[config.mk]
export PLATFORM = sky130hd
export DESIGN_NAME = scd_ctrl
export DESIGN_NICKNAME = d
export VERILOG_FILES = /design/src/hw/rtl/scd_pkg.sv /design/src/hw/rtl/scd_ctrl.sv
export SDC_FILE = /design/constraint.sdc
export NUM_CORES = 1
export LEC_CHECK = 0
export BUFFER_PORTS_ARGS = -buffer_cell sky130_fd_sc_hd__buf_2
export CORE_AREA = 2 2 39 41
export CTS_CLUSTER_SIZE = 24
export DETAILED_ROUTE_END_ITERATION = 12
export DIE_AREA = 0 0 41 43
export GPL_TIMING_DRIVEN = 0
export PLACE_DENSITY = 0.6
export SLEW_MARGIN = 20
export SYNTH_ARGS = -nofsm -noshare
export SYNTH_HDL_FRONTEND = slang
export SYNTH_SLANG_ARGS = --single-unit
[constraint.sdc]
create_clock -name clk -period 2.1 [get_ports clk]
set_input_delay 0.21 -clock clk [delete_from_list [all_inputs] [get_ports clk]]
set_output_delay 0.21 -clock clk [all_outputs]
set_load 0.005 [all_outputs]
[src/hw/rtl/scd_pkg.sv]
// Shared constants, register codes, sequencer steps and the control bundle
// of the stereo chorus. No dependencies.
package scd_pkg;

  localparam int DELAY_DEPTH = 2048;
  localparam int SAMPLE_BITS = 24;

  // Register port widths and codes.
  localparam int CFG_IDX_W  = 8;
  localparam int CFG_DATA_W = 19;
  localparam int LFO_W      = 16;
  localparam int DLY_W      = 19;
  localparam int PHASE_W    = 24;

  localparam logic [CFG_IDX_W-1:0] REG_CHORUS_ON   = 8'd0;
  localparam logic [CFG_IDX_W-1:0] REG_LFO_STEP    = 8'd1;
  localparam logic [CFG_IDX_W-1:0] REG_SWEEP_DEPTH = 8'd2;
  localparam logic [CFG_IDX_W-1:0] REG_BASE_DELAY  = 8'd3;

  localparam logic [LFO_W-1:0] LFO_STEP_RST    = 16'd302;
  localparam logic [DLY_W-1:0] SWEEP_DEPTH_RST = 19'd25805;
  localparam logic [DLY_W-1:0] BASE_DELAY_RST  = 19'd39322;

  // 0.7 in Q1.15.
  localparam logic signed [15:0] GAIN_Q15 = 16'sd22938;

  // Sequencer steps of one enabled sample.
  localparam int STEP_W = 4;
  localparam logic [STEP_W-1:0] ST_WRITE  = 4'd0;
  localparam logic [STEP_W-1:0] ST_DELAY  = 4'd1;
  localparam logic [STEP_W-1:0] ST_POS    = 4'd2;
  localparam logic [STEP_W-1:0] ST_RD_L0  = 4'd3;
  localparam logic [STEP_W-1:0] ST_RD_L1  = 4'd4;
  localparam logic [STEP_W-1:0] ST_RD_R0  = 4'd5;
  localparam logic [STEP_W-1:0] ST_RD_R1  = 4'd6;
  localparam logic [STEP_W-1:0] ST_TAIL_R = 4'd7;
  localparam logic [STEP_W-1:0] ST_TAP_R  = 4'd8;
  localparam logic [STEP_W-1:0] ST_MIX_R  = 4'd9;
  localparam logic [STEP_W-1:0] ST_LAST   = ST_MIX_R;

  typedef struct packed {
    logic              accept;
    logic              run;
    logic [STEP_W-1:0] step;
    logic              chorus;
    logic              load_out;
  } scd_ctrl_t;

endpackage

[src/hw/rtl/scd_ctrl.sv]
// Sample sequencer: accepts a request, steps through the memory schedule
// and hands the result to the output register. Depends on scd_pkg.
module scd_ctrl (
  input  logic              clk,
  input  logic              rst_n,
  input  logic              in_valid,
  input  logic              chorus_on,
  input  logic              clr_busy,
  input  logic              out_free,
  output logic              in_stall,
  output scd_pkg::scd_ctrl_t ctrl
);

  localparam logic [1:0] S_IDLE = 2'd0;
  localparam logic [1:0] S_RUN  = 2'd1;
  localparam logic [1:0] S_DONE = 2'd2;

  logic [1:0]                 state_r, state_nxt;
  logic [scd_pkg::STEP_W-1:0] step_r, step_nxt;
  logic                       chorus_r, chorus_nxt;
  logic                       accept;

  assign in_stall = (state_r != S_IDLE) || clr_busy;
  assign accept   = in_valid && !in_stall;

  always_comb begin
    state_nxt  = state_r;
    step_nxt   = step_r;
    chorus_nxt = chorus_r;
    unique case (state_r)
      S_IDLE: begin
        if (accept) begin
          chorus_nxt = chorus_on;
          step_nxt   = scd_pkg::ST_WRITE;
          state_nxt  = chorus_on ? S_RUN : S_DONE;
        end
      end
      S_RUN: begin
        step_nxt = step_r + 1'b1;
        if (step_r == scd_pkg::ST_LAST) begin
          state_nxt = S_DONE;
        end
      end
      S_DONE: begin
        if (out_free) begin
          state_nxt = S_IDLE;
        end
      end
      default: state_nxt = S_IDLE;
    endcase
  end

  always_ff @(posedge clk) begin
    if (!rst_n) begin
      state_r  <= S_IDLE;
      step_r   <= scd_pkg::ST_WRITE;
      chorus_r <= 1'b0;
    end else begin
      state_r  <= state_nxt;
      step_r   <= step_nxt;
      chorus_r <= chorus_nxt;
    end
  end

  assign ctrl.accept   = accept;
  assign ctrl.run      = (state_r == S_RUN);
  assign ctrl.step     = step_r;
  assign ctrl.chorus   = chorus_r;
  assign ctrl.load_out = (state_r == S_DONE) && out_free;

endmodule

# Word level (Yosys, flattened, before mapping)
# Cells that the tools add are included.
# Widths: inputs -> output; s select.
[op_classes] n_addsub=1 n_eq_ne=6 muxes=7 n_reduce_logical=10
[op_table] cell="$mux 2" count=4
[op_table] cell="$pmux 4 s2" count=1
[op_table] cell="$pmux 2 s3" count=1
[op_table] cell="$add 4x1->4 const B" count=1
[op_table] cell="$eq 4x4->1 const B" count=1
[op_table] cell="$mux 4" count=1
[op_table] cell="$ne 2x2->1 const B" count=2
[op_table] cell="$reduce_and 2->1" count=2
[op_table] cell="$reduce_bool 2->1" count=2
[op_table] cell="$reduce_and 3->1" count=1
[op_table] cell="$eq 2x1->1 const B" count=1
[op_table] cell="$eq 2x2->1 const B" count=1
[op_table] cell="$logic_and 1x1->1" count=2
[op_table] cell="$logic_not 2->1" count=1
[op_table] cell="$ne 2x1->1 const B" count=1
[op_table] cell="$logic_not 1->1" count=1
[op_table] cell="$logic_or 1x1->1" count=1
[totals] regBits=7 wordCells=27

# Longest topological paths before layout
[logic_depth] ltp_word=6 depth_mapped=5

# Worst setup path before layout
# OpenSTA, ideal clock, no wires.
[synth_timing] path_kind="register to register" startpoint="register state_r[1]" endpoint="register chorus_r" arrival_time_ps=1449 slack_ps=581 stages_incl_launch_ff=5 n_path_buf=1 period_less_slack_ps=1519 cell_sequence="dfxtp_1 -> or4b_1 -> clkbuf_2 -> or3b_1 -> a21boi_1"
[synth_via] elab_chain_len=5
[synth_lines] item="start, declared" line_no="scd_ctrl.sv:18" source="logic [1:0] state_r, state_nxt;"
[synth_lines] item="start signal, assigned" line_no="scd_ctrl.sv:59" source="state_r <= state_nxt;"
[synth_lines] item="$reduce_bool 2->1" line_no="scd_ctrl.sv:23" source="assign in_stall = (state_r != S_IDLE) || clr_busy;"
[synth_lines] item="$logic_or 1x1->1" line_no="scd_ctrl.sv:23"
[synth_lines] item="$logic_not 1->1" line_no="scd_ctrl.sv:24" source="assign accept = in_valid && !in_stall;"
[synth_lines] item="$logic_and 1x1->1" line_no="scd_ctrl.sv:24"
[synth_lines] item="$reduce_and 2->1 (no source line) *"
[synth_lines] item="end signal, assigned" line_no="scd_ctrl.sv:61" source="chorus_r <= chorus_nxt;"
[synth_lines] item="end, declared" line_no="scd_ctrl.sv:20" source="logic chorus_r, chorus_nxt;"
# Mark *: on every way between the ends. The rest lies on a longest branch, timed or not.
# A chain may end at the register's enable or synchronous reset.

# Worst setup path after layout
[layout_timing] startpoint="register state_r[1]" endpoint="output port ctrl[7] in the netlist's numbering"
[layout_via] elab_chain_len=4
[layout_lines] item="$reduce_bool 2->1" line_no="scd_ctrl.sv:23"
[layout_lines] item="$logic_or 1x1->1" line_no="scd_ctrl.sv:23"
[layout_lines] item="$logic_not 1->1" line_no="scd_ctrl.sv:24"
[layout_lines] item="$logic_and 1x1->1" line_no="scd_ctrl.sv:24"
[layout_lines] item="end, declared" line_no="scd_ctrl.sv:11" source="output scd_pkg::scd_ctrl_t ctrl"
# No other way between the ends.

==> flow_results.xml <==
<?xml version="1.0" encoding="UTF-8"?>
<metrics>
  <group name="job">
    <metric name="maxCapViolations" unit="">0</metric>
  </group>
  <group name="floorplanning">
    <metric name="coreArea" unit="um^2">1380</metric>
    <metric name="die_x" unit="um">41</metric>
    <metric name="ioPinCount" unit="">15</metric>
    <metric name="placement_rows" unit="">14</metric>
    <metric name="initial_utilization" unit="">0.271</metric>
    <metric name="floorplan_die_height" unit="um">43</metric>
    <metric name="die_area" unit="um^2">1760</metric>
  </group>
  <group name="pwr">
    <metric name="share_comb_of_total_power" unit="">0.115</metric>
    <metric name="swShare" unit="">0.242</metric>
    <metric name="clock_power_share" unit="">0.415</metric>
    <metric name="cellPowerDensity" unit="nW/um^2">614</metric>
    <metric name="static-leakage-power" unit="uW">0.000257</metric>
    <metric name="max-vdd-ir-drop" unit="mV">0.193</metric>
    <metric name="total_switching_power" unit="uW">73.1</metric>
    <metric name="power.share.sequential" unit="">0.470</metric>
    <metric name="cell_int_power" unit="uW">229</metric>
  </group>
  <group name="grt">
    <metric name="antenna_found_initial" unit="">0</metric>
    <metric name="grt.overflow.total" unit="">0</metric>
    <metric name="wire_length_of_the_first_global_routing_pass" unit="um">1270</metric>
    <metric name="grt_max_degree" unit="">9</metric>
    <metric name="first_global_vias" unit="">316</metric>
    <metric name="grt.total_usage" unit="">0.110</metric>
  </group>
  <group name="timing">
    <metric name="final-setup-viol-count" unit="">0</metric>
    <metric name="final.setup_skew" unit="ps">5.76</metric>
    <metric name="timing.slew.headroom" unit="">0.860</metric>
    <metric name="timing.final.ws_setup" unit="ps">321</metric>
    <metric name="finalHoldViolCount" unit="">0</metric>
    <metric name="timing.setup.tns" unit="ps">0</metric>
    <metric name="finalMaxSlewViolations" unit="">0</metric>
    <metric name="timing.final.crit_share" unit="">0.847</metric>
    <metric name="final_period_minus_worst_setup_slack" unit="ps">1780</metric>
    <metric name="fmax" unit="MHz">562</metric>
    <metric name="setup_repair_after_global_routing_missed_its_margin" unit="">no</metric>
    <metric name="slew_of_the_pin_with_the_lowest_slew_margin" unit="ps">210</metric>
  </group>
  <group name="yosys">
    <metric name="synth_top_area_frac" unit="">0.373</metric>
    <metric name="synth.avg_cell_area" unit="um^2">9.16</metric>
    <metric name="netlist_area" unit="um^2">375</metric>
    <metric name="synth-seq-area-share" unit="">0.373</metric>
    <metric name="cell_type_with_the_highest_aggregate_area_in_the_netlist" unit="">sky130_fd_sc_hd__dfxtp_1</metric>
    <metric name="synth_cell_type_count" unit="">24</metric>
    <metric name="postSynth.asyncResetShare" unit="">0</metric>
    <metric name="yosysWarningCount" unit="">0</metric>
    <metric name="netlist_top_cells_area" unit="">sky130_fd_sc_hd__dfxtp_1 37%, sky130_fd_sc_hd__ha_1 6.7%, sky130_fd_sc_hd__a21boi_1 4.0%, sky130_fd_sc_hd__buf_4 4.0%, sky130_fd_sc_hd__nand3b_1 4.0%</metric>
    <metric name="netlist_top_cells_count" unit="">7 x sky130_fd_sc_hd__dfxtp_1, 3 x sky130_fd_sc_hd__inv_1</metric>
    <metric name="synthCells" unit="">41</metric>
    <metric name="ys.flop_type" unit="">sky130_fd_sc_hd__dfxtp_1</metric>
    <metric name="syn_nets" unit="">49</metric>
    <metric name="yosys.cell_count.top_type" unit="">sky130_fd_sc_hd__dfxtp_1</metric>
    <metric name="number_of_enable_flip_flop_cells_after_synthesis" unit="">0</metric>
    <metric name="yosys_register_bits" unit="">7</metric>
  </group>
  <group name="setup_path">
    <metric name="crit_path_max_incr_delay" unit="ps">530</metric>
    <metric name="cp-start-kind" unit="">flop</metric>
    <metric name="timing.critical_path.fanout_max" unit="">8</metric>
    <metric name="timing.reg2reg.setup_slack" unit="ps">450</metric>
    <metric name="end_kind" unit="">output port</metric>
    <metric name="arrival" unit="ps">1570</metric>
    <metric name="critical-path-slowest-cell" unit="">sky130_fd_sc_hd__or4b_1</metric>
    <metric name="crit_type" unit="">reg2out</metric>
    <metric name="rr_endpoint" unit="">state_r[0]</metric>
    <metric name="timing.critical_path.buf_inv" unit="">4</metric>
    <metric name="timing.critical_path.cells" unit="">or4b_1, clkbuf_2, inv_1, buf_4, buf_2</metric>
    <metric name="ff2ff_path_depth" unit="">4</metric>
    <metric name="worst-endpoint-required" unit="ps">1890</metric>
    <metric name="path_delay_family" unit="">simple AND/OR/NAND/NOR gates</metric>
    <metric name="crit-reg2reg-launch" unit="">state_r[1]</metric>
  </group>
  <group name="final_layout">
    <metric name="antenna-diode-count" unit="">0</metric>
    <metric name="final_layout_size_suffix_gt1_frac" unit="">0.339</metric>
    <metric name="final_cell_area" unit="um^2">492</metric>
    <metric name="filler_instances" unit="">151</metric>
    <metric name="final_cell_count_no_fill" unit="">75</metric>
    <metric name="design.final.nets" unit="">68</metric>
    <metric name="synthToLayoutAreaGrowth" unit="%">31.0</metric>
  </group>
  <group name="placement">
    <metric name="port_buffers" unit="">14</metric>
    <metric name="detailed_place_hpwl" unit="um">616</metric>
    <metric name="dpl-instance-area" unit="um^2">465</metric>
    <metric name="place_congestion" unit="">0.653</metric>
    <metric name="placement.setup.worst_slack" unit="ps">450</metric>
    <metric name="post-place-cells" unit="">71</metric>
  </group>
  <group name="clock_network">
    <metric name="cts.repair.resized" unit="">0</metric>
    <metric name="insertion_delay" unit="ps">250</metric>
    <metric name="clk_pin_slew_worst_setup_hold_paths" unit="ps">50</metric>
    <metric name="cts-htree-levels" unit="">1</metric>
    <metric name="tritoncts_num_sinks" unit="">7</metric>
    <metric name="clock_tree_from_tritoncts" unit="">built</metric>
    <metric name="cts_hold_buffers" unit="">0</metric>
    <metric name="clockBufferDepth" unit="">2</metric>
    <metric name="tritoncts.num_buffers" unit="">3</metric>
    <metric name="count_of_buffers_added_by_post_cts_timing_repair_for_setup" unit="">0</metric>
    <metric name="clock_root_buffer" unit="">sky130_fd_sc_hd__clkbuf_4</metric>
  </group>
  <group name="drt">
    <metric name="viasPerCell" unit="">4.67</metric>
    <metric name="drc" unit="">0</metric>
    <metric name="number_of_violations_reported_at_the_end_of_detailed_routing_iteration_0" unit="">1</metric>
    <metric name="detailedRoute.firstPassIterationCount" unit="">3</metric>
    <metric name="totalWireLength" unit="um">831</metric>
    <metric name="wl_per_cell" unit="um">11.1</metric>
    <metric name="final_antenna_net_count" unit="">0</metric>
    <metric name="via_count" unit="">350</metric>
  </group>
  <group name="hold_path">
    <metric name="min_to" unit="">step_r[0]</metric>
    <metric name="hold_path_class" unit="">in2reg</metric>
    <metric name="min_delay_path_depth" unit="">2</metric>
    <metric name="hold_path_startpoint" unit="">rst_n</metric>
  </group>
  <group name="run_status">
    <metric name="status" unit="">finished, final reports clean</metric>
  </group>
</metrics>
[cells in the final DEF, fill, tap and decap left out, types with 2 or more instances in the layout]
master	instances
sky130_fd_sc_hd__clkbuf_4	3
sky130_fd_sc_hd__buf_4	2
sky130_fd_sc_hd__a21boi_1	2
sky130_fd_sc_hd__ha_1	2
sky130_fd_sc_hd__o21a_1	2
sky130_fd_sc_hd__buf_2	14
sky130_fd_sc_hd__nor3b_1	2
sky130_fd_sc_hd__nand2_1	2
sky130_fd_sc_hd__nand2b_1	2
sky130_fd_sc_hd__and3_1	2
sky130_fd_sc_hd__inv_1	3
sky130_fd_sc_hd__dfxtp_1	7
sky130_fd_sc_hd__nand3b_1	2
[power groups by stage]
stage,clock network [uW],registers [uW],logic (uW)
after CTS,129,142,35.1
after floorplan,0,143,19.9
after detailed placement,0,145,35.0
after global routing,138,143,39.8
after global placement,0,145,34.8
final,125,142,34.7
[worst reg2reg max path, delay by kind of cell, from the launching register on]
| family | cells | cell delay, ps |
|---|---|---|
| flops | 1 | 360 |
| buf+inv | 1 | 180 |
| simple gates | 2 | 920 |
| compound gates | 1 | 120 |
[worst max-delay path by stage]
stage	startpoint	to	slack, ps	cells after the start
finish	state_r[1]	ctrl[7]	320	5
global route	state_r[1]	ctrl[7]	210	5
CTS	state_r[1]	ctrl[7]	300	5
detailed placement	state_r[1]	state_r[0]	450	4
global placement	state_r[1]	chorus_r	470	4
floorplan	state_r[1]	chorus_r	580	4
[registers in the layout, summed over array words and instances (netlist names)]
name and count:
state_r 2, chorus_r 1, step_r 4
[logic make-up after synthesis]
family,after synthesis,synth area share
AND/OR/NAND/NOR,18,0.313
flip-flops,7,0.373
AO/OA/AOI/OAI,6,0.113
buffers and inverters,6,0.0833
adder cells (fa/ha/maj),2,0.0667
XOR/XNOR,1,0.0233
multiplexers,1,0.0267
[layer usage]
metal	GRT usage	routed length, um	vias up
li1	-	-	179
met1	0.122	382	153
met2	0.153	341	14
met3	0.0419	84	4
met4	0.100	22	0
met5	0	0	-
[cell type report]
class / count / area, um^2 / share of cell area
buffer: 3 / 20.0 / 0.0407
clock buffer: 4 / 26.3 / 0.0534
inverter: 3 / 11.3 / 0.0229
multi-input combinational: 28 / 204 / 0.415
sequential: 7 / 140 / 0.285
tap: 16 / 20.0 / 0.0407
timing repair buffer: 14 / 70.1 / 0.142
[stage by stage]
stage / utilization / hold WS (ps) / total power [uW]
6_report: 0.355 / 264 / 302
5_1_grt: 0.355 / 266 / 321
4_1_cts: 0.355 / 260 / 306
3_5_place_dp: 0.336 / 450 / 180
3_3_place_gp: 0.336 / 444 / 179
2_1_floorplan: - / 328 / 163
No activity file was read; power rests on OpenSTA's default activity.
