File: config.mk
export PLATFORM = sky130hd
export DESIGN_NAME = scd_datapath
export DESIGN_NICKNAME = d
export VERILOG_FILES = /design/src/hw/rtl/scd_pkg.sv /design/src/hw/rtl/scd_datapath.sv
export SDC_FILE = /design/constraint.sdc
export NUM_CORES = 2
export LEC_CHECK = 0
export BUFFER_PORTS_ARGS = -buffer_cell sky130_fd_sc_hd__buf_2
export CAP_MARGIN = 15
export CELL_PAD_IN_SITES_DETAIL_PLACEMENT = 0
export CELL_PAD_IN_SITES_GLOBAL_PLACEMENT = 1
export CORE_MARGIN = 8
export CORE_UTILIZATION = 56
export DETAILED_ROUTE_END_ITERATION = 16
export PLACE_DENSITY = 0.87
export SLEW_MARGIN = 10
export SYNTH_ARGS = -nofsm -noshare
export SYNTH_HDL_FRONTEND = slang
export SYNTH_SLANG_ARGS = --single-unit
File: constraint.sdc
create_clock -name clk -period 28.6 [get_ports clk]
set_clock_uncertainty 0.05 [all_clocks]
set_input_delay 4.29 -clock clk [delete_from_list [all_inputs] [get_ports clk]]
set_output_delay 4.29 -clock clk [all_outputs]
set_load 0.01 [all_outputs]
File: src/hw/rtl/scd_pkg.sv
// Shared constants, register codes, sequencer steps and the control bundle
// of the stereo chorus. No dependencies.
package scd_pkg;

  localparam int DELAY_DEPTH = 2048;
  localparam int SAMPLE_BITS = 24;

  // Register port widths and codes.
  localparam int CFG_IDX_W  = 8;
  localparam int CFG_DATA_W = 19;
  localparam int LFO_W      = 16;
  localparam int DLY_W      = 19;
  localparam int PHASE_W    = 24;

  localparam logic [CFG_IDX_W-1:0] REG_CHORUS_ON   = 8'd0;
  localparam logic [CFG_IDX_W-1:0] REG_LFO_STEP    = 8'd1;
  localparam logic [CFG_IDX_W-1:0] REG_SWEEP_DEPTH = 8'd2;
  localparam logic [CFG_IDX_W-1:0] REG_BASE_DELAY  = 8'd3;

  localparam logic [LFO_W-1:0] LFO_STEP_RST    = 16'd302;
  localparam logic [DLY_W-1:0] SWEEP_DEPTH_RST = 19'd25805;
  localparam logic [DLY_W-1:0] BASE_DELAY_RST  = 19'd39322;

  // 0.7 in Q1.15.
  localparam logic signed [15:0] GAIN_Q15 = 16'sd22938;

  // Sequencer steps of one enabled sample.
  localparam int STEP_W = 4;
  localparam logic [STEP_W-1:0] ST_WRITE  = 4'd0;
  localparam logic [STEP_W-1:0] ST_DELAY  = 4'd1;
  localparam logic [STEP_W-1:0] ST_POS    = 4'd2;
  localparam logic [STEP_W-1:0] ST_RD_L0  = 4'd3;
  localparam logic [STEP_W-1:0] ST_RD_L1  = 4'd4;
  localparam logic [STEP_W-1:0] ST_RD_R0  = 4'd5;
  localparam logic [STEP_W-1:0] ST_RD_R1  = 4'd6;
  localparam logic [STEP_W-1:0] ST_TAIL_R = 4'd7;
  localparam logic [STEP_W-1:0] ST_TAP_R  = 4'd8;
  localparam logic [STEP_W-1:0] ST_MIX_R  = 4'd9;
  localparam logic [STEP_W-1:0] ST_LAST   = ST_MIX_R;

  typedef struct packed {
    logic              accept;
    logic              run;
    logic [STEP_W-1:0] step;
    logic              chorus;
    logic              load_out;
  } scd_ctrl_t;

endpackage

File: src/hw/rtl/scd_datapath.sv
// Sweep, tap address, interpolation and mixing arithmetic; owns the write
// pointer and sweep phase and drives the delay memory. Depends on scd_pkg.
module scd_datapath #(
  parameter int DELAY_DEPTH = scd_pkg::DELAY_DEPTH,
  parameter int SAMPLE_BITS = scd_pkg::SAMPLE_BITS
) (
  input  logic                          clk,
  input  logic                          rst_n,
  input  scd_pkg::scd_ctrl_t            ctrl,
  input  logic signed [SAMPLE_BITS-1:0] in_sample,
  input  logic [scd_pkg::LFO_W-1:0]     lfo_step,
  input  logic [scd_pkg::DLY_W-1:0]     sweep_depth,
  input  logic [scd_pkg::DLY_W-1:0]     base_delay,
  output logic                          mem_en,
  output logic                          mem_we,
  output logic [$clog2(DELAY_DEPTH)-1:0] mem_addr,
  output logic [SAMPLE_BITS-1:0]        mem_wdata,
  input  logic [SAMPLE_BITS-1:0]        mem_rdata,
  output logic [SAMPLE_BITS-1:0]        left_res,
  output logic [SAMPLE_BITS-1:0]        right_res
);

  localparam int SB   = SAMPLE_BITS;
  localparam int AW   = $clog2(DELAY_DEPTH);
  localparam int DW   = (AW + 31 > 45) ? AW + 31 : 45;
  localparam int D8_W = AW + 8;
  localparam int P_W  = AW + 9;
  localparam int PR_W = SB + 10;
  localparam int MX_W = SB + 17;
  localparam logic signed [DW-1:0]   TOP      = DW'(DELAY_DEPTH - 4) <<< 30;
  localparam logic [P_W-1:0]         SPAN     = P_W'(DELAY_DEPTH * 256);
  localparam logic [AW-1:0]          LAST_IDX = AW'(DELAY_DEPTH - 1);
  localparam logic signed [MX_W-1:0] RND      = MX_W'(16384);
  localparam logic signed [MX_W-1:0] SMAX_X   = MX_W'((64'sd1 <<< (SB - 1)) - 64'sd1);
  localparam logic signed [MX_W-1:0] SMIN_X   = -SMAX_X - MX_W'(1);

  // Clamp a delay in 2^-30 samples to the store range, keep Q.8.
  function automatic logic [D8_W-1:0] to_d8(input logic signed [DW-1:0] d);
    logic signed [DW-1:0] c;
    begin
      if (d < 0) begin
        c = '0;
      end else if (d > TOP) begin
        c = TOP;
      end else begin
        c = d;
      end
      return c[D8_W+21:22];
    end
  endfunction

  // Tap position behind the write pointer: {i0, i1, fraction}.
  function automatic logic [2*AW+7:0] tap_pos(input logic [AW-1:0] wi,
                                              input logic [D8_W-1:0] d8);
    logic [P_W-1:0] t;
    logic [P_W-1:0] p;
    logic [AW-1:0]  i0;
    logic [AW-1:0]  i1;
    begin
      t  = P_W'({wi, 8'd0}) + SPAN - P_W'(d8);
      p  = (t >= SPAN) ? t - SPAN : t;
      i0 = p[AW+7:8];
      i1 = (i0 == LAST_IDX) ? '0 : i0 + 1'b1;
      return {i0, i1, p[7:0]};
    end
  endfunction

  function automatic logic [SB-1:0] sat_out(input logic signed [MX_W-1:0] m);
    logic signed [MX_W-1:0] r;
    begin
      r = (m + RND) >>> 15;
      if (r > SMAX_X) begin
        r = SMAX_X;
      end else if (r < SMIN_X) begin
        r = SMIN_X;
      end
      return r[SB-1:0];
    end
  endfunction

  logic [AW-1:0]                   wi_r;
  logic [scd_pkg::PHASE_W-1:0]     phase_r;
  logic signed [SB-1:0]            x_r;
  logic signed [43:0]              swing_r;
  logic [D8_W-1:0]                 d8l_r, d8r_r;
  logic [AW-1:0]                   i0l_r, i1l_r, i0r_r, i1r_r;
  logic [7:0]                      fl_r, fr_r;
  logic signed [PR_W-1:0]          prod_r, acc_r;
  logic signed [SB-1:0]            tapl_r, tapr_r;
  logic signed [MX_W-1:0]          mixl_r, mixr_r;

  logic signed [23:0]              tri_w;
  logic signed [DW-1:0]            centre_w, swing_x, dl_w, dr_w;
  logic [2*AW+7:0]                 posl_w, posr_w;
  logic [8:0]                      weight_w;
  logic signed [PR_W:0]            tapsum_w;
  logic signed [SB:0]              xtl_w, xtr_w;

  // Triangle in units of 2^-22, range -1..1.
  always_comb begin
    if (!phase_r[23]) begin
      tri_w = $signed(phase_r - 24'h400000);
    end else begin
      tri_w = $signed(24'hC00000 - phase_r);
    end
  end

  assign centre_w = $signed(DW'({base_delay, 22'd0}));
  assign swing_x  = DW'(swing_r);
  assign dl_w     = centre_w + swing_x;
  assign dr_w     = centre_w - swing_x;
  assign posl_w   = tap_pos(wi_r, d8l_r);
  assign posr_w   = tap_pos(wi_r, d8r_r);
  assign tapsum_w = (PR_W + 1)'(acc_r) + (PR_W + 1)'(prod_r);
  assign xtl_w    = (SB + 1)'(x_r) + (SB + 1)'(tapl_r);
  assign xtr_w    = (SB + 1)'(x_r) + (SB + 1)'(tapr_r);

  // Memory access and interpolation weight for the current step.
  always_comb begin
    mem_en   = 1'b0;
    mem_we   = 1'b0;
    mem_addr = wi_r;
    weight_w = 9'd256 - {1'b0, fl_r};
    if (ctrl.run) begin
      unique case (ctrl.step) inside
        scd_pkg::ST_WRITE: begin
          mem_en = 1'b1;
          mem_we = 1'b1;
        end
        scd_pkg::ST_RD_L0: begin
          mem_en   = 1'b1;
          mem_addr = i0l_r;
        end
        scd_pkg::ST_RD_L1: begin
          mem_en   = 1'b1;
          mem_addr = i1l_r;
        end
        scd_pkg::ST_RD_R0: begin
          mem_en   = 1'b1;
          mem_addr = i0r_r;
          weight_w = {1'b0, fl_r};
        end
        scd_pkg::ST_RD_R1: begin
          mem_en   = 1'b1;
          mem_addr = i1r_r;
          weight_w = 9'd256 - {1'b0, fr_r};
        end
        scd_pkg::ST_TAIL_R: begin
          weight_w = {1'b0, fr_r};
        end
        default: begin
        end
      endcase
    end
  end

  assign mem_wdata = x_r;

  always_ff @(posedge clk) begin
    if (!rst_n) begin
      wi_r    <= '0;
      phase_r <= '0;
    end else if (ctrl.run) begin
      if (ctrl.step == scd_pkg::ST_WRITE) begin
        phase_r <= phase_r + scd_pkg::PHASE_W'(lfo_step);
      end
      if (ctrl.step == scd_pkg::ST_POS) begin
        wi_r <= (wi_r == LAST_IDX) ? '0 : wi_r + 1'b1;
      end
    end
  end

  always_ff @(posedge clk) begin
    if (ctrl.accept) begin
      x_r <= in_sample;
    end
    if (ctrl.run) begin
      case (ctrl.step)
        scd_pkg::ST_WRITE: begin
          swing_r <= $signed({1'b0, sweep_depth}) * tri_w;
        end
        scd_pkg::ST_DELAY: begin
          d8l_r <= to_d8(dl_w);
          d8r_r <= to_d8(dr_w);
        end
        scd_pkg::ST_POS: begin
          {i0l_r, i1l_r, fl_r} <= posl_w;
          {i0r_r, i1r_r, fr_r} <= posr_w;
        end
        scd_pkg::ST_RD_L1: begin
          prod_r <= $signed(mem_rdata) * $signed({1'b0, weight_w});
        end
        scd_pkg::ST_RD_R0: begin
          acc_r  <= prod_r;
          prod_r <= $signed(mem_rdata) * $signed({1'b0, weight_w});
        end
        scd_pkg::ST_RD_R1: begin
          tapl_r <= tapsum_w[SB+7:8];
          prod_r <= $signed(mem_rdata) * $signed({1'b0, weight_w});
        end
        scd_pkg::ST_TAIL_R: begin
          acc_r  <= prod_r;
          prod_r <= $signed(mem_rdata) * $signed({1'b0, weight_w});
        end
        scd_pkg::ST_TAP_R: begin
          tapr_r <= tapsum_w[SB+7:8];
          mixl_r <= xtl_w * scd_pkg::GAIN_Q15;
        end
        scd_pkg::ST_MIX_R: begin
          mixr_r <= xtr_w * scd_pkg::GAIN_Q15;
        end
        default: begin
        end
      endcase
    end
  end

  assign left_res  = ctrl.chorus ? sat_out(mixl_r) : x_r;
  assign right_res = ctrl.chorus ? sat_out(mixr_r) : x_r;

endmodule

# Word-level counts from Yosys, hierarchy flattened
# Cells that the tools add are included.
# op_classes
n_eq_ne	12
n_mul	4
magnitude_cmp	10
n_mux	20
reduce_logical	14
addsub	20
# op_table
operator	count
24-bit 2-to-1 mux	7
45-bit by 42-bit greater-than comparator with 1-bit output (second input constant)	2
45-bit by 1-bit less-than comparator with 1-bit output (second input constant)	2
41-bit by 16-bit adder with 41-bit output (second input constant)	2
41-bit 2-to-1 mux	2
25-bit by 15-bit multiplier with 40-bit output (second input constant)	2
26-bit by 24-bit greater-than comparator with 1-bit output (second input constant)	2
26-bit by 24-bit less-than comparator with 1-bit output (second input constant)	2
24-bit by 24-bit adder with 25-bit output	2
42-bit by 44-bit adder with 45-bit output	1
42-bit by 44-bit subtractor with 45-bit output	1
20-bit by 24-bit multiplier with 44-bit output	1
11-bit one-hot mux with 4 select lines	1
20-bit greater-or-equal comparator (second input constant)	2
20-bit by 19-bit subtractor with 20-bit output	2
19-bit 2-to-1 mux	2
19-bit by 1-bit subtractor with 19-bit output (second input constant)	2
11-bit by 1-bit adder with 11-bit output (second input constant)	3
11-bit == test (second input constant)	3
32-bit adder	1
24-bit by 10-bit multiplier with 32-bit output	1
9-bit one-hot mux with 3 select lines	1
24-bit by 16-bit adder with 24-bit output	1
24-bit by 23-bit subtractor with 24-bit output (second input constant)	1
other kinds (15)	34
# word_totals
in_bits	112
out_inout_bits	85
regBits	393
elab_cells	100

# Logic depth before layout (Yosys ltp)
# depth
word_depth	5
ltp_mapped	35
mapped_depth_nobuf	35

# Worst setup path after synthesis
# OpenSTA, ideal clock, no wires.
# synth_path
kind	input to register
startpoint	in ctrl[6] (netlist bit)
endpoint	reg prod_r[30] (data pin)
path_buffers	1
setup_ns	0.265
path_slack_ns	16.787
arrival_time_ns	11.498
t_required_ns	28.285
stages	26
cell_sequence	nor2b_1 -> nand2_1 -> inv_1 -> o21ai_1 -> o21ai_1 -> clkbuf_1 -> nand2_1 -> fa_1 -> inv_1 -> fa_1 -> inv_1 -> fa_1 -> fa_1 -> inv_1 -> fa_1 -> ha_1 -> or3_1 -> o221a_2 -> o211ai_1 -> nand3_1 -> o221ai_1 -> o21ai_0 -> a2111o_1 -> a31oi_1 -> o21ai_0 -> xor2_1
# synth_via
elab_chain_cells	2
# synth_rtl
element	line_no	source
start, declared	scd_datapath.sv:9	input scd_pkg::scd_ctrl_t ctrl,
9-bit 2-to-1 mux	scd_datapath.sv:124	if (ctrl.run) begin
24-bit by 10-bit multiplier with 32-bit output	--	
end signal, assigned	scd_datapath.sv:191	prod_r <= $signed(mem_rdata) * $signed({1'b0, weight_w});
end signal, assigned	scd_datapath.sv:195	prod_r <= $signed(mem_rdata) * $signed({1'b0, weight_w});
end signal, assigned	scd_datapath.sv:199	prod_r <= $signed(mem_rdata) * $signed({1'b0, weight_w});
end, declared	scd_datapath.sv:88	logic signed [PR_W-1:0] prod_r, acc_r;
# Every way passes these cells.
# A chain may end at the register's enable or synchronous reset.

# Worst setup path in the final report
# layout_path
startpoint	in ctrl[2] (netlist bit)
endpoint	reg prod_r[30] (data pin)
# layout_via
elab_chain_cells	4
elab_cells_between_ends	6
cone_classes	1 x mul; 3 x eq/ne; 2 x mux
# layout_rtl
element	line_no	source
4-bit by 3-bit == test with 1-bit output	scd_datapath.sv:178	case (ctrl.step)
9-bit one-hot mux with 3 select lines (*)	scd_datapath.sv:125	unique case (ctrl.step) inside
9-bit 2-to-1 mux (*)	scd_datapath.sv:124	
24-bit by 10-bit multiplier with 32-bit output (*)	--	
# Mark *: on every way between the ends. The rest lies on a longest branch, timed or not.

==> flow_summary.toml <==
[sta]
period_needed_ns = 11.99
timing.fmax_mhz = 83.4
grt_setup_unrepaired = "no"
setup_tns_ns = 0
setup_violations = 0
slew_headroom_pct = 26.7
hold_viol = 0
period_share_pct = 41.9
drv_slew = 0
tightest_slew_ns = 1.10

[critical_path]
cp.arrival_ns = 12.29
path_max_fanout = 24
path_class = "in -> reg"
end_kind = "flip-flop"
required_ns = 28.91
start_kind = "input pin"
rr_worst_depth = 32

[die]
initial_core_util_pct = 56.3
die_y_um = 341
die_w_um = 341
rows = 119
die-area_mm2 = 0.116
fp.coreArea_mm2 = 0.105
ios = 197

[layout]
syn_to_final_growth_pct = 7.08
final_nets = 7958
drive_gt1_share_pct = 6.08
final_common_cell = "inv_1"
final_cell_mix = "inv_1, fa_1, ha_1"

[detailed_routing]
totalWireLength_um = 144000
drc = 0
drtIter0Drc = 2412
wire_per_inst_um = 18.8
viasPerCell = 5.45
dr.pass1.iters = 5
ant_nets = 0
vias = 41800

[synthesis]
synthArstFlopShare_pct = 0
synth_edf_count = 332
syn_avg_cell_area_um2 = 9.74
synth_top_area_share_pct = 31.7
ys_types = 79
synth_flop_cell = "edfxtp_1"
synth_area_mm2 = 0.0592
synth_top_area_cell = "fa_1"
ys_top_cells_by_area = "fa_1, edfxtp_1, ha_1"
syn-num-nets = 7798
synthCells = 6076
synth_seq_area_share_pct = 18.0
ys_seq_elements = 367
synth_warnings = 0

[cts]
htreeDepth = 2
postCtsHoldBufs = 0
clock_sinks = 367
clkTransAtPathRegs_ns = 0.06
post_cts_buffers = 0
cts_resized = 0
tritoncts = "yes"
clock_latency_ns = 0.64
cts_root_buffer = "clkbuf_16"
cts_buffers = 40
clockBufferDepth = 3

[placed_design]
io_buffers = 195
gp_congestion = 0.891
place_hpwl_um = 116000

[grt]
grt_pass1_wl_um = 235000
grt_overflow = 0
grtUsageTotal_pct = 25.1
grt_start_max_net_pins = 62
antenna_found_initial = 16
grt_pass1_vias = 43900

[worst_hold_path]
min_path_type = "reg -> reg"
worstHoldPathCells = 0

[run_status]
status = "completed"

[run]
drv_cap = 0
==> Yosys cell counts, types with 77 or more instances <==
library cell and count:
nand2_1 515, a21oi_1 251, inv_1 1281, clkbuf_1 131, nor2_1 230, and2_1 380
nand3_1 77, xnor2_1 258, o21ai_0 113, nor3_1 89, xor2_1 114, ha_1 674
fa_1 936, edfxtp_1 332
==> registers in the layout, summed over array words and instances (netlist names), 24 cells and up <==
register / cells
swing_r: 44
acc_r: 32
prod_r: 32
mixl_r: 27
mixr_r: 27
mem_wdata: 24
phase_r: 24
tapl_r: 24
tapr_r: 24
==> routing by layer <==
layer | part of all wire [%] | global-route usage, %
met5 | 0.056 | 0
met1 | 42 | 33.3
met2 | 50 | 44.0
met3 | 5.8 | 3.75
met4 | 1.9 | 5.03
==> cell families after synthesis <==
logic type | share of synthesized area (%)
AOI/OAI and AO/OA | 7.89
xor gates and xnor gates | 5.51
adders and majority gates | 45.9
buffers and inverters | 8.99
DFF | 18.0
muxes | 0.277
and+or+nand+nor | 13.4
==> stage by stage <==
stage / hold WS, ns / util, % / instances / worst slack [ns] / area, um2
CTS: 0.405 / 60.3 / 7658 / 16.69 / 63300
finish: 0.402 / 60.3 / 7669 / 16.61 / 63400
global placement: 0.386 / 59.0 / 7585 / 16.05 / 62000
global route: 0.421 / 60.3 / 7660 / 16.13 / 63300
floorplan: 0.377 / - / 6076 / 16.79 / 59200
detailed placement: 0.391 / 59.0 / 7585 / 16.05 / 62000
==> final timing paths <==
kind | end | slack (ns) | start
max | prod_r[30]$_DFFE_PP_ | 16.61 | ctrl[2]
max reg2reg | mixr_r[40]$_DFFE_PP_ | 18.55 | mem_wdata[0]$_DFFE_PP_
min reg2reg | acc_r[0]$_DFFE_PP_ | 0.40 | prod_r[0]$_DFFE_PP_
min | acc_r[0]$_DFFE_PP_ | 0.40 | prod_r[0]$_DFFE_PP_
==> worst max-delay path, stage by stage <==
cell	delay (ns)
buf_2	0.29
nand2b_1	0.17
nor2_1	0.83
nand2_1	0.31
nand3_1	0.16
o21ai_0	0.09
o21ai_1	0.08
buf_4	0.36
nand2_1	0.13
fa_1	0.51
inv_1	0.05
fa_1	0.50
inv_1	0.05
fa_1	0.47
fa_1	0.55
inv_1	0.06
fa_1	0.48
ha_1	0.26
or3_1	0.37
o221a_2	0.26
o211ai_1	0.20
nand3_1	0.15
o221ai_1	0.27
o21ai_0	0.21
a2111o_1	0.45
a31oi_1	0.35
o21ai_0	0.18
xor2_1	0.20
==> final cells by class <==
class	instances	area, um2
Fill cell	9130	41800
Clock buffer	50	1070
Clock inverter	23	280
Sequential cell	367	10700
Antenna cell	11	27.5
Timing Repair Buffer	254	1420
Inverter	1282	4810
Tap cell	1391	1740
Multi-Input combinational cell	4291	43300
Power is not shown: default switching activity piles up to over one toggle a cycle in this logic, so the estimate is an artifact.
